**src/sv/assert_macros.svh**
```systemverilog
// Assertion macros shared by the speed regulator RTL.
`ifndef ASSERT_MACROS_SVH
`define ASSERT_MACROS_SVH

// Property that must hold at every clock edge out of reset.
`define ASSERT_ON(lbl, prop, msg) \
  lbl: assert property (@(posedge clk_i) disable iff (!rst_ni) (prop)) else $error(msg);

// Consequent checked in the same cycle as the antecedent.
`define ASSERT_IMP(lbl, ante, cons, msg) \
  lbl: assert property (@(posedge clk_i) disable iff (!rst_ni) (ante) |-> (cons)) \
    else $error(msg);

// Consequent checked in the cycle after the antecedent.
`define ASSERT_NXT(lbl, ante, cons, msg) \
  lbl: assert property (@(posedge clk_i) disable iff (!rst_ni) (ante) |=> (cons)) \
    else $error(msg);

`endif

```
**src/sv/dmsr_pkg.sv**
```systemverilog
// Types, constants and helpers of the DC motor speed regulator.
package dmsr_pkg;

  // Key positions in the 4-bit key vector.
  localparam int unsigned KeyRun  = 0;
  localparam int unsigned KeyHalt = 1;
  localparam int unsigned KeyUp   = 2;
  localparam int unsigned KeyDown = 3;

  // Drive bits: bit 0 is terminal A, bit 1 is terminal B.
  localparam logic [1:0] DriveOn    = 2'b01;
  localparam logic [1:0] DriveBrake = 2'b11;

  localparam logic [7:0]  PwmPeriodRst   = 8'd100;
  localparam logic [15:0] SampleTicksRst = 16'd1000;
  localparam logic [7:0]  TargetMaxRst   = 8'd60;
  localparam logic [7:0]  TargetMinRst   = 8'd1;
  localparam logic [7:0]  TargetRst      = 8'd40;

  // ceil(2^19 / 3): exact quotient for every dividend below 2^19.
  localparam logic [17:0] Div3Mul = 18'd174763;

  typedef enum logic [7:0] {
    REG_PWM_PERIOD   = 8'd0,
    REG_SAMPLE_TICKS = 8'd1,
    REG_TARGET_MAX   = 8'd2,
    REG_TARGET_MIN   = 8'd3
  } dmsr_reg_e;

  typedef struct packed {
    logic [7:0]  pwm_period;
    logic [15:0] sample_ticks;
    logic [7:0]  target_max;
    logic [7:0]  target_min;
  } dmsr_cfg_t;

  // Outcome of one tick, with the running sum of the speed history.
  typedef struct packed {
    logic        drive_a;
    logic        drive_b;
    logic        running;
    logic [7:0]  target_speed;
    logic [7:0]  duty;
    logic [17:0] hist_sum;
    logic        sample_done;
  } dmsr_res_t;

  typedef struct packed {
    logic        drive_a;
    logic        drive_b;
    logic        running;
    logic [7:0]  target_speed;
    logic [7:0]  duty;
    logic [15:0] average_speed;
    logic        sample_done;
  } dmsr_out_t;

  // Divide a sum of three 16-bit samples by three.
  function automatic logic [15:0] dmsr_div3(input logic [17:0] x);
    logic [35:0] prod;
    prod = 36'(x) * 36'(Div3Mul);
    return prod[34:19];
  endfunction

endpackage

```
**src/sv/dmsr_ifs.sv**
```systemverilog
// Channel interfaces: tick input, result output, configuration writes.
interface dmsr_tick_if;
  logic       valid;
  logic       ready;
  logic       run_key;
  logic       halt_key;
  logic       up_key;
  logic       down_key;
  logic [7:0] pulses;

  modport source(output valid, run_key, halt_key, up_key, down_key, pulses, input ready);
  modport sink(input valid, run_key, halt_key, up_key, down_key, pulses, output ready);
endinterface

interface dmsr_res_if;
  logic        valid;
  logic        ready;
  logic        drive_a;
  logic        drive_b;
  logic        running;
  logic [7:0]  target_speed;
  logic [7:0]  duty;
  logic [15:0] average_speed;
  logic        sample_done;

  modport source(output valid, drive_a, drive_b, running, target_speed, duty,
                 average_speed, sample_done, input ready);
  modport sink(input valid, drive_a, drive_b, running, target_speed, duty,
               average_speed, sample_done, output ready);
endinterface

interface dmsr_cfg_if;
  logic        valid;
  logic        ready;
  logic [7:0]  index;
  logic [15:0] data;

  modport source(output valid, index, data, input ready);
  modport sink(input valid, index, data, output ready);
endinterface

```
**src/sv/dmsr_cfg_regs.sv**
```systemverilog
// Configuration register file of the speed regulator.
module dmsr_cfg_regs (
  input  logic                clk_i,
  input  logic                rst_ni,
  dmsr_cfg_if.sink            cfg_i,
  output dmsr_pkg::dmsr_cfg_t cfg_o
);
  import dmsr_pkg::*;

  dmsr_cfg_t cfg_q;
  dmsr_cfg_t cfg_d;

  assign cfg_i.ready = 1'b1;
  assign cfg_o       = cfg_q;

  always_comb begin
    cfg_d = cfg_q;
    if (cfg_i.valid) begin
      unique case (dmsr_reg_e'(cfg_i.index))
        REG_PWM_PERIOD:   cfg_d.pwm_period   = cfg_i.data[7:0];
        REG_SAMPLE_TICKS: cfg_d.sample_ticks = cfg_i.data;
        REG_TARGET_MAX:   cfg_d.target_max   = cfg_i.data[7:0];
        REG_TARGET_MIN:   cfg_d.target_min   = cfg_i.data[7:0];
        default: ; // drop writes beyond the register list
      endcase
    end
  end

  always_ff @(posedge clk_i or negedge rst_ni) begin
    if (!rst_ni) begin
      cfg_q.pwm_period   <= PwmPeriodRst;
      cfg_q.sample_ticks <= SampleTicksRst;
      cfg_q.target_max   <= TargetMaxRst;
      cfg_q.target_min   <= TargetMinRst;
    end else begin
      cfg_q <= cfg_d;
    end
  end

endmodule

```
**src/sv/dmsr_core.sv**
```systemverilog
// Regulator state and per-tick update: keys, PWM, pulse count, sampling, duty.
`include "assert_macros.svh"

module dmsr_core (
  input  logic                clk_i,
  input  logic                rst_ni,
  input  logic                step_i,
  input  logic [3:0]          keys_i,
  input  logic [7:0]          pulses_i,
  input  dmsr_pkg::dmsr_cfg_t cfg_i,
  output dmsr_pkg::dmsr_res_t res_o
);
  import dmsr_pkg::*;

  logic [3:0]  prev_q,  prev_d;
  logic        run_q,   run_d;
  logic [7:0]  tgt_q,   tgt_d;
  logic [7:0]  duty_q,  duty_d;
  logic [7:0]  pwm_q,   pwm_d;
  logic [15:0] tick_q,  tick_d;
  logic [15:0] total_q, total_d;
  logic [15:0] h0_q, h0_d, h1_q, h1_d, h2_q, h2_d;
  logic [17:0] sum_q,   sum_d;
  logic [1:0]  drive_q, drive_d;

  logic [3:0]  rel;
  logic [8:0]  up_sum;
  logic [7:0]  pwm_inc;
  logic [15:0] tick_inc;
  logic [15:0] acc;
  logic [15:0] mean_old;
  logic [7:0]  raise;
  logic [8:0]  duty_up;
  logic [15:0] over;
  logic [14:0] drop;
  logic        sample;

  always_comb begin
    rel      = keys_i & ~prev_q;
    prev_d   = keys_i;
    run_d    = run_q;
    tgt_d    = tgt_q;
    duty_d   = duty_q;
    pwm_d    = pwm_q;
    tick_d   = tick_q;
    total_d  = total_q;
    h0_d     = h0_q;
    h1_d     = h1_q;
    h2_d     = h2_q;
    sum_d    = sum_q;
    drive_d  = drive_q;
    sample   = 1'b0;
    up_sum   = {1'b0, tgt_q} + 9'd1;
    pwm_inc  = pwm_q + 8'd1;
    tick_inc = tick_q + 16'd1;
    acc      = total_q + {8'd0, pulses_i};
    mean_old = dmsr_div3(sum_q);
    raise    = '0;
    duty_up  = '0;
    over     = '0;
    drop     = '0;

    // Keys act on release, in the order run, halt, up, down.
    if (rel[KeyRun]) begin
      run_d = 1'b1;
    end
    if (rel[KeyHalt]) begin
      run_d   = 1'b0;
      drive_d = DriveBrake;
    end
    if (rel[KeyUp] && run_d) begin
      tgt_d = (up_sum >= {1'b0, cfg_i.target_max}) ? cfg_i.target_max : up_sum[7:0];
    end
    if (rel[KeyDown] && run_d) begin
      // target - 1 <= min, with zero counting as below every limit
      tgt_d = ({1'b0, tgt_d} <= ({1'b0, cfg_i.target_min} + 9'd1)) ?
              cfg_i.target_min : tgt_d - 8'd1;
    end

    if (run_d) begin
      pwm_d   = (pwm_inc == cfg_i.pwm_period) ? 8'd0 : pwm_inc;
      drive_d = (pwm_d < duty_q) ? DriveOn : DriveBrake;
      total_d = acc;
      tick_d  = tick_inc;
      if (tick_inc == cfg_i.sample_ticks) begin
        sample  = 1'b1;
        tick_d  = '0;
        total_d = '0;
        h0_d    = h1_q;
        h1_d    = h2_q;
        h2_d    = acc;
        sum_d   = sum_q - {2'b00, h0_q} + {2'b00, acc};
        // Move duty by half the error against the pre-shift average.
        if (mean_old < {8'd0, tgt_d}) begin
          raise   = tgt_d - mean_old[7:0];
          duty_up = {1'b0, duty_q} + {2'b00, raise[7:1]};
          duty_d  = duty_up[8] ? 8'hFF : duty_up[7:0];
        end else if (mean_old > {8'd0, tgt_d}) begin
          over   = mean_old - {8'd0, tgt_d};
          drop   = over[15:1];
          duty_d = (drop >= {7'd0, duty_q}) ? 8'd0 : duty_q - drop[7:0];
        end
      end
    end
  end

  always_ff @(posedge clk_i or negedge rst_ni) begin
    if (!rst_ni) begin
      prev_q  <= '1;
      run_q   <= 1'b0;
      tgt_q   <= TargetRst;
      duty_q  <= '0;
      pwm_q   <= '0;
      tick_q  <= '0;
      total_q <= '0;
      h0_q    <= '0;
      h1_q    <= '0;
      h2_q    <= '0;
      sum_q   <= '0;
      drive_q <= DriveBrake;
    end else if (step_i) begin
      prev_q  <= prev_d;
      run_q   <= run_d;
      tgt_q   <= tgt_d;
      duty_q  <= duty_d;
      pwm_q   <= pwm_d;
      tick_q  <= tick_d;
      total_q <= total_d;
      h0_q    <= h0_d;
      h1_q    <= h1_d;
      h2_q    <= h2_d;
      sum_q   <= sum_d;
      drive_q <= drive_d;
    end
  end

  assign res_o.drive_a      = drive_d[0];
  assign res_o.drive_b      = drive_d[1];
  assign res_o.running      = run_d;
  assign res_o.target_speed = tgt_d;
  assign res_o.duty         = duty_d;
  assign res_o.hist_sum     = sum_d;
  assign res_o.sample_done  = sample;

  `ASSERT_ON(a_sum_tracks_history, sum_q == ({2'b00, h0_q} + {2'b00, h1_q} + {2'b00, h2_q}), "history sum out of step with samples")
  `ASSERT_ON(a_terminal_a_high, drive_q[0], "terminal A dropped low")
  `ASSERT_NXT(a_duty_only_on_sample, !(step_i && sample), $stable(duty_q), "duty moved without a sample")

endmodule

```
**src/sv/dmsr_out_stage.sv**
```systemverilog
// Result register: forms the history average and holds the outgoing result.
module dmsr_out_stage (
  input  logic                clk_i,
  input  logic                load_i,
  input  dmsr_pkg::dmsr_res_t res_i,
  output dmsr_pkg::dmsr_out_t out_o
);
  import dmsr_pkg::*;

  dmsr_out_t out_q;
  dmsr_out_t out_d;

  always_comb begin
    out_d.drive_a       = res_i.drive_a;
    out_d.drive_b       = res_i.drive_b;
    out_d.running       = res_i.running;
    out_d.target_speed  = res_i.target_speed;
    out_d.duty          = res_i.duty;
    out_d.average_speed = dmsr_div3(res_i.hist_sum);
    out_d.sample_done   = res_i.sample_done;
  end

  always_ff @(posedge clk_i) begin
    if (load_i) begin
      out_q <= out_d;
    end
  end

  assign out_o = out_q;

endmodule

```
**src/sv/dc_motor_speed_regulator_core.sv**
```systemverilog
// Top level of the DC motor speed regulator: tick pipeline and result channel.
// A tick passes the tick register and state update, then shows from the result register.
// Throughput: one tick per cycle; the three stages (tick register, state update,
// average and result register) advance together whenever the result register is free
// or its result is transferred, so a held result stalls the whole pipeline.
// Reset: asynchronous, active low; clears stage valids, regulator state and config registers to defaults.
`include "assert_macros.svh"

module dc_motor_speed_regulator_core (
  input logic           clk_i,
  input logic           rst_ni,
  dmsr_tick_if.sink     tick_i,
  dmsr_res_if.source    res_o,
  dmsr_cfg_if.sink      cfg_i
);
  import dmsr_pkg::*;

  // Stage valids: v0 tick register, v1 state-update result, v2 output register.
  logic       v0_q, v0_d;
  logic       v1_q, v1_d;
  logic       v2_q, v2_d;
  logic       adv;
  logic       accept;
  logic       step;

  logic [3:0] keys_q;
  logic [7:0] pulses_q;
  dmsr_res_t  core_res;
  dmsr_res_t  s1_q;
  dmsr_cfg_t  cfg;
  dmsr_out_t  out;

  // Advance the pipeline when the output register is empty or being drained.
  assign adv          = !v2_q || res_o.ready;
  assign tick_i.ready = !v0_q || adv;
  assign accept       = tick_i.valid && tick_i.ready;
  // Apply a tick to the regulator state exactly once, as it leaves stage 0.
  assign step         = v0_q && adv;

  always_comb begin
    v0_d = v0_q;
    v1_d = v1_q;
    v2_d = v2_q;
    if (adv) begin
      v0_d = 1'b0;
      v1_d = v0_q;
      v2_d = v1_q;
    end
    if (accept) begin
      v0_d = 1'b1;
    end
  end

  always_ff @(posedge clk_i or negedge rst_ni) begin
    if (!rst_ni) begin
      v0_q <= 1'b0;
      v1_q <= 1'b0;
      v2_q <= 1'b0;
    end else begin
      v0_q <= v0_d;
      v1_q <= v1_d;
      v2_q <= v2_d;
    end
  end

  // Capture the tick payload on transfer.
  always_ff @(posedge clk_i) begin
    if (accept) begin
      keys_q   <= {tick_i.down_key, tick_i.up_key, tick_i.halt_key, tick_i.run_key};
      pulses_q <= tick_i.pulses;
    end
  end

  dmsr_cfg_regs u_cfg (
    .clk_i  (clk_i),
    .rst_ni (rst_ni),
    .cfg_i  (cfg_i),
    .cfg_o  (cfg)
  );

  dmsr_core u_core (
    .clk_i    (clk_i),
    .rst_ni   (rst_ni),
    .step_i   (step),
    .keys_i   (keys_q),
    .pulses_i (pulses_q),
    .cfg_i    (cfg),
    .res_o    (core_res)
  );

  // Hold the tick outcome while the average is formed in the next stage.
  always_ff @(posedge clk_i) begin
    if (step) begin
      s1_q <= core_res;
    end
  end

  dmsr_out_stage u_out (
    .clk_i  (clk_i),
    .load_i (adv && v1_q),
    .res_i  (s1_q),
    .out_o  (out)
  );

  assign res_o.valid         = v2_q;
  assign res_o.drive_a       = out.drive_a;
  assign res_o.drive_b       = out.drive_b;
  assign res_o.running       = out.running;
  assign res_o.target_speed  = out.target_speed;
  assign res_o.duty          = out.duty;
  assign res_o.average_speed = out.average_speed;
  assign res_o.sample_done   = out.sample_done;

  `ASSERT_NXT(a_accept_fills_stage0, accept, v0_q, "transferred tick not held in stage 0")
  `ASSERT_NXT(a_step_fills_stage1, step, v1_q, "stepped tick lost before the result stage")

endmodule

```
**src/flat_wrapper.sv**
```systemverilog
// flat-port wrapper written by rule: the top's interface ports become plain ports
module dc_motor_speed_regulator_core_flat import dmsr_pkg::*;
  (clk_i, rst_ni, tick_i_valid, tick_i_run_key, tick_i_halt_key, tick_i_up_key, tick_i_down_key, tick_i_pulses, tick_i_ready, res_o_valid, res_o_drive_a, res_o_drive_b, res_o_running, res_o_target_speed, res_o_duty, res_o_average_speed, res_o_sample_done, res_o_ready, cfg_i_valid, cfg_i_index, cfg_i_data, cfg_i_ready);
  dmsr_tick_if tick_i_i ();
  dmsr_res_if res_o_i ();
  dmsr_cfg_if cfg_i_i ();
  input logic clk_i;
  input logic rst_ni;
  input wire logic [$bits(tick_i_i.valid)-1:0] tick_i_valid;
  input wire logic [$bits(tick_i_i.run_key)-1:0] tick_i_run_key;
  input wire logic [$bits(tick_i_i.halt_key)-1:0] tick_i_halt_key;
  input wire logic [$bits(tick_i_i.up_key)-1:0] tick_i_up_key;
  input wire logic [$bits(tick_i_i.down_key)-1:0] tick_i_down_key;
  input wire logic [$bits(tick_i_i.pulses)-1:0] tick_i_pulses;
  output wire logic [$bits(tick_i_i.ready)-1:0] tick_i_ready;
  output wire logic [$bits(res_o_i.valid)-1:0] res_o_valid;
  output wire logic [$bits(res_o_i.drive_a)-1:0] res_o_drive_a;
  output wire logic [$bits(res_o_i.drive_b)-1:0] res_o_drive_b;
  output wire logic [$bits(res_o_i.running)-1:0] res_o_running;
  output wire logic [$bits(res_o_i.target_speed)-1:0] res_o_target_speed;
  output wire logic [$bits(res_o_i.duty)-1:0] res_o_duty;
  output wire logic [$bits(res_o_i.average_speed)-1:0] res_o_average_speed;
  output wire logic [$bits(res_o_i.sample_done)-1:0] res_o_sample_done;
  input wire logic [$bits(res_o_i.ready)-1:0] res_o_ready;
  input wire logic [$bits(cfg_i_i.valid)-1:0] cfg_i_valid;
  input wire logic [$bits(cfg_i_i.index)-1:0] cfg_i_index;
  input wire logic [$bits(cfg_i_i.data)-1:0] cfg_i_data;
  output wire logic [$bits(cfg_i_i.ready)-1:0] cfg_i_ready;
  assign tick_i_i.valid = tick_i_valid;
  assign tick_i_i.run_key = tick_i_run_key;
  assign tick_i_i.halt_key = tick_i_halt_key;
  assign tick_i_i.up_key = tick_i_up_key;
  assign tick_i_i.down_key = tick_i_down_key;
  assign tick_i_i.pulses = tick_i_pulses;
  assign tick_i_ready = tick_i_i.ready;
  assign res_o_valid = res_o_i.valid;
  assign res_o_drive_a = res_o_i.drive_a;
  assign res_o_drive_b = res_o_i.drive_b;
  assign res_o_running = res_o_i.running;
  assign res_o_target_speed = res_o_i.target_speed;
  assign res_o_duty = res_o_i.duty;
  assign res_o_average_speed = res_o_i.average_speed;
  assign res_o_sample_done = res_o_i.sample_done;
  assign res_o_i.ready = res_o_ready;
  assign cfg_i_i.valid = cfg_i_valid;
  assign cfg_i_i.index = cfg_i_index;
  assign cfg_i_i.data = cfg_i_data;
  assign cfg_i_ready = cfg_i_i.ready;
  dc_motor_speed_regulator_core u_core (.clk_i(clk_i), .rst_ni(rst_ni), .tick_i(tick_i_i), .res_o(res_o_i), .cfg_i(cfg_i_i));
endmodule
```
**config.mk**
```make
export PLATFORM = sky130hd
export DESIGN_NAME = dc_motor_speed_regulator_core_flat
export DESIGN_NICKNAME = d
export VERILOG_FILES = /design/src/sv/dmsr_pkg.sv /design/src/sv/dmsr_ifs.sv /design/src/sv/dmsr_cfg_regs.sv /design/src/sv/dmsr_core.sv /design/src/sv/dmsr_out_stage.sv /design/src/sv/dc_motor_speed_regulator_core.sv /design/src/flat_wrapper.sv
export VERILOG_INCLUDE_DIRS = /design/src /design/src/sv
export SDC_FILE = /design/constraint.sdc
export NUM_CORES = 1
export LEC_CHECK = 0
export ABC_CLOCK_PERIOD_IN_PS = 10400
export BUFFER_PORTS_ARGS = -buffer_cell sky130_fd_sc_hd__buf_2
export CORE_MARGIN = 4
export CORE_UTILIZATION = 60
export DETAILED_ROUTE_END_ITERATION = 10
export PLACE_DENSITY = 0.77
export SLEW_MARGIN = 25
export SYNTH_ARGS = -nofsm -noshare
export SYNTH_HDL_FRONTEND = slang
export SYNTH_SLANG_ARGS = --single-unit
```
**constraint.sdc**
```tcl
create_clock -name clk_i -period 10.4 [get_ports clk_i]
set_input_delay 0.52 -clock clk_i [delete_from_list [all_inputs] [get_ports clk_i]]
set_output_delay 0.52 -clock clk_i [all_outputs]
set_load 0.03 [all_outputs]
```
==> results.sh <==
export IMPL_status="complete, no violations"
export IMPL_skew_ns=0.0188
export IMPL_vias=18895
export IMPL_clock_latency_ns=0.59
export IMPL_drive_above_1_share_pct=9.13
export IMPL_antenna_left=0
export IMPL_crit_start="u_core.u_core.tgt_q[0]"
export IMPL_gp_congestion=0.929
export IMPL_yosys_warnings=0
export IMPL_ys_ff_latch=258
export IMPL_ys_seq_area_share_pct=26.3
export IMPL_path_class="reg -> reg"
export IMPL_cts_root_buf="clkbuf_16"
export IMPL_synthTopCellsByArea="ha_1 (19%), fa_1 (18%), dfrtp_1 (14%)"
export IMPL_maxSlewViolCount=0
export IMPL_max_cap_violations=0
export IMPL_synth_top_family_by_area="adder cells"
export IMPL_die_height_um=217
export IMPL_syn_avg_cell_area_um2=9.76
export IMPL_routedWlPerCell_um=17.8
export IMPL_final_setup_tns_ns=0
export IMPL_hp_start="tick_i_down_key"
export IMPL_nFillCells=3412
export IMPL_rsz0062_at_grt="false"
export IMPL_cts_buffers=29
export IMPL_drc=0
export IMPL_reg2reg_slack_ns=1.01
export IMPL_synthXorXnorAreaFrac_pct=4.43
export IMPL_antenna_cells=0
export IMPL_initial_core_util_pct=60.9
export IMPL_hp_class="in -> reg"
export IMPL_yosys_area_share_simple_pct=10.6
export IMPL_grt_total_usage_pct=26.0
export IMPL_synth_top_area_share_pct=18.8
export IMPL_final_nets=3436
export IMPL_crit_path_frequent_cell="ha_1"
export IMPL_hold_viol_final=0
export IMPL_endpoint_kind="flop"
export IMPL_synth_fp_nets=3367
export IMPL_synth_cell_types=90
export IMPL_grt_pass1_wl_mm=99.4
export IMPL_gr_total_overflow=0
export IMPL_wirelength_mm=60.0
export IMPL_startpoint_type="flop"
export IMPL_synth_edff_count=86
export IMPL_core_rowCount=76
export IMPL_synthAdderAreaFrac_pct=37.1
export IMPL_htreeDepth=1
export IMPL_yosys_most_used_dff="dfrtp_1"
export IMPL_ioPinCount=80
export IMPL_drt_vias_per_instance=5.61
export IMPL_worst_slew_pin_slew_ns=0.977
export IMPL_hpwl_mm=49.1
export IMPL_cts_setup_buffers=0
export IMPL_fin_crit_sh_pct=90.3
export IMPL_cts_clk_slew_worst_paths_ns=0.07
export IMPL_grt_max_degree=83
export IMPL_clk_path_buf_depth=3
export IMPL_cts_tree="done"
export IMPL_final_setup_viol_count=0
export IMPL_dr_first_iter_drc_count=1182
export IMPL_slowest_delay_ns=0.62
export IMPL_fin_crit_ns=9.39
export IMPL_async_flop_share_pct=66.7
export IMPL_io_buffers=78
export IMPL_grt_pass1_vias=19647
export IMPL_die_w_um=217
export IMPL_dr_pass1_iters=5
export IMPL_synthCells=2691
export IMPL_core_area_um2=43200
export IMPL_slew_headroom_pct=34.7
export IMPL_grt_antenna_before_repair=0
export IMPL_fmax_ghz=0.106
export IMPL_crit_arrival_ns=9.86
export IMPL_cp_buffers_inverters=4
export IMPL_synth_area_mux_share_pct=2.40
export IMPL_cts_sinks=258
export IMPL_slowest_stage="a221oi_1"
export IMPL_synth_compound_gate_area_share_pct=10.6
export IMPL_syn_cell_area_um2=26300
export IMPL_dieArea_um2=47200
export IMPL_cp_required_ns=10.86
export IMPL_synth_area_leader_cell="ha_1"
export IMPL_critPathMaxFanout=17
export IMPL_rr_startpoint="u_core.u_core.tgt_q[0]"
export IMPL_crit_family="compound AO/OA/AOI/OAI gates"
export IMPL_synthToLayoutAreaGrowth_pct=7.92
-- registers in the layout, summed over array words and instances (netlist names), 16 cells and up --
signal                 cells
u_core.u_out.out_o        36
u_core.s1_q               38
u_core.u_core.h0_q        16
u_core.u_core.total_q     16
u_core.u_core.h1_q        16
u_core.u_core.tick_q      16
u_core.u_core.sum_q       18
u_core.u_core.h2_q        16
u_core.u_cfg.cfg_o        40
-- cell usage after synthesis, types with 15 or more instances --
master and instances:
ha_1 394, and3_1 17, o21ai_0 149, o21a_1 15, fa_1 241, inv_1 531
nand2b_1 19, dfrtp_1 150, edfxtp_1 86, nand2_1 286, o31ai_1 31, mux2_2 49
clkbuf_1 43, xor2_1 51, nand3_1 51, a21oi_1 84, dfstp_2 22, nor2b_1 27
a21o_1 36, nor2_1 77, o21bai_1 17, nor3_1 37, xnor2_1 80
-- layout by cell type, fill, tap and decap left out, types with 11 or more instances in the layout --
master,n
a21oi_1,84
nand3_1,51
o21a_1,15
clkbuf_16,29
nand2b_1,19
o21bai_1,17
xor2_1,51
a21o_1,36
nor2b_1,27
nand4_1,14
dfstp_2,22
o21ai_0,149
nor3_1,37
fa_1,241
buf_2,77
nor2_1,76
o31ai_1,31
buf_4,11
o211ai_1,11
mux2_2,49
dfrtp_1,150
edfxtp_1,86
inv_1,530
xnor2_1,80
ha_1,394
and3_1,17
nand2_1,285
-- layout make-up --
class / count / area, µm² / share of cell area [%]
tap: 585 / 732 / 2.58
clock buffer: 32 / 747 / 2.63
sequential: 258 / 6910 / 24.4
clock inverter: 22 / 335 / 1.18
inverter: 531 / 1990 / 7.03
multi-input combinational: 1850 / 17100 / 60.5
timing repair buffer: 90 / 489 / 1.73
-- cells by family after synthesis --
| logic type | Yosys count |
|---|---|
| adders and majority gates | 635 |
| and+or+nand+nor | 592 |
| buffers and inverters | 583 |
| AOI/OAI and AO/OA | 433 |
| DFF | 258 |
| xor gates and xnor gates | 132 |
| muxes | 57 |
| other | 1 |
-- worst paths after layout --
path                                            end  depth (start not counted)
setup reg to reg            u_core.u_core.duty_q[2]                         37
setup / recovery            u_core.u_core.duty_q[2]                         37
max in group asynchronous  u_core.u_core.total_q[2]                          4
min in group asynchronous    u_core.u_cfg.cfg_o[15]                          2
hold / removal                     u_core.keys_q[3]                          1
hold reg to reg              u_core.u_out.out_o[35]                          0
-- worst register-to-register path, delay by kind of cell, from the launching register on --
family / cells / cell delay, ns
XOR/XNOR: 2 / 0.39
adder cells (fa/ha/maj): 5 / 1.67
AO/OA/AOI/OAI: 17 / 4.38
buffers and inverters: 4 / 0.59
AND/OR/NAND/NOR: 8 / 1.57
flip-flops: 1 / 0.47
multiplexers: 1 / 0.20
-- layer usage --
metal / routed length [µm] / up-vias / track usage (%)
li1: - / 9031 / -
met1: 26000 / 9273 / 34.8
met2: 29000 / 477 / 44.6
met3: 3300 / 114 / 3.74
met4: 1740 / 0 / 6.97
met5: 0 / - / 0
-- per-stage QoR --
step	util [%]	worst slack, ns	cell area [µm²]	cells	hold WS (ns)
3_3_place_gp	63.2	1.64	27300	3313	0.403
3_5_place_dp	63.2	1.21	27300	3313	0.405
2_1_floorplan	-	2.56	26300	2691	0.224
6_report	65.7	1.01	28400	3368	0.100
4_1_cts	65.7	1.15	28400	3368	0.0734
5_1_grt	65.7	0.0682	28400	3368	0.0899
-- what timing repair did --
action,in CTS,in global routing
gates resized for setup,0,0
endpoints found under the setup margin,0,0
hold endpoints to repair,36,0
hold buffers,1,0
Power is left out: the tool's default activity adds up to more than one toggle a clock period on the data nets, which glitch-free logic cannot reach.
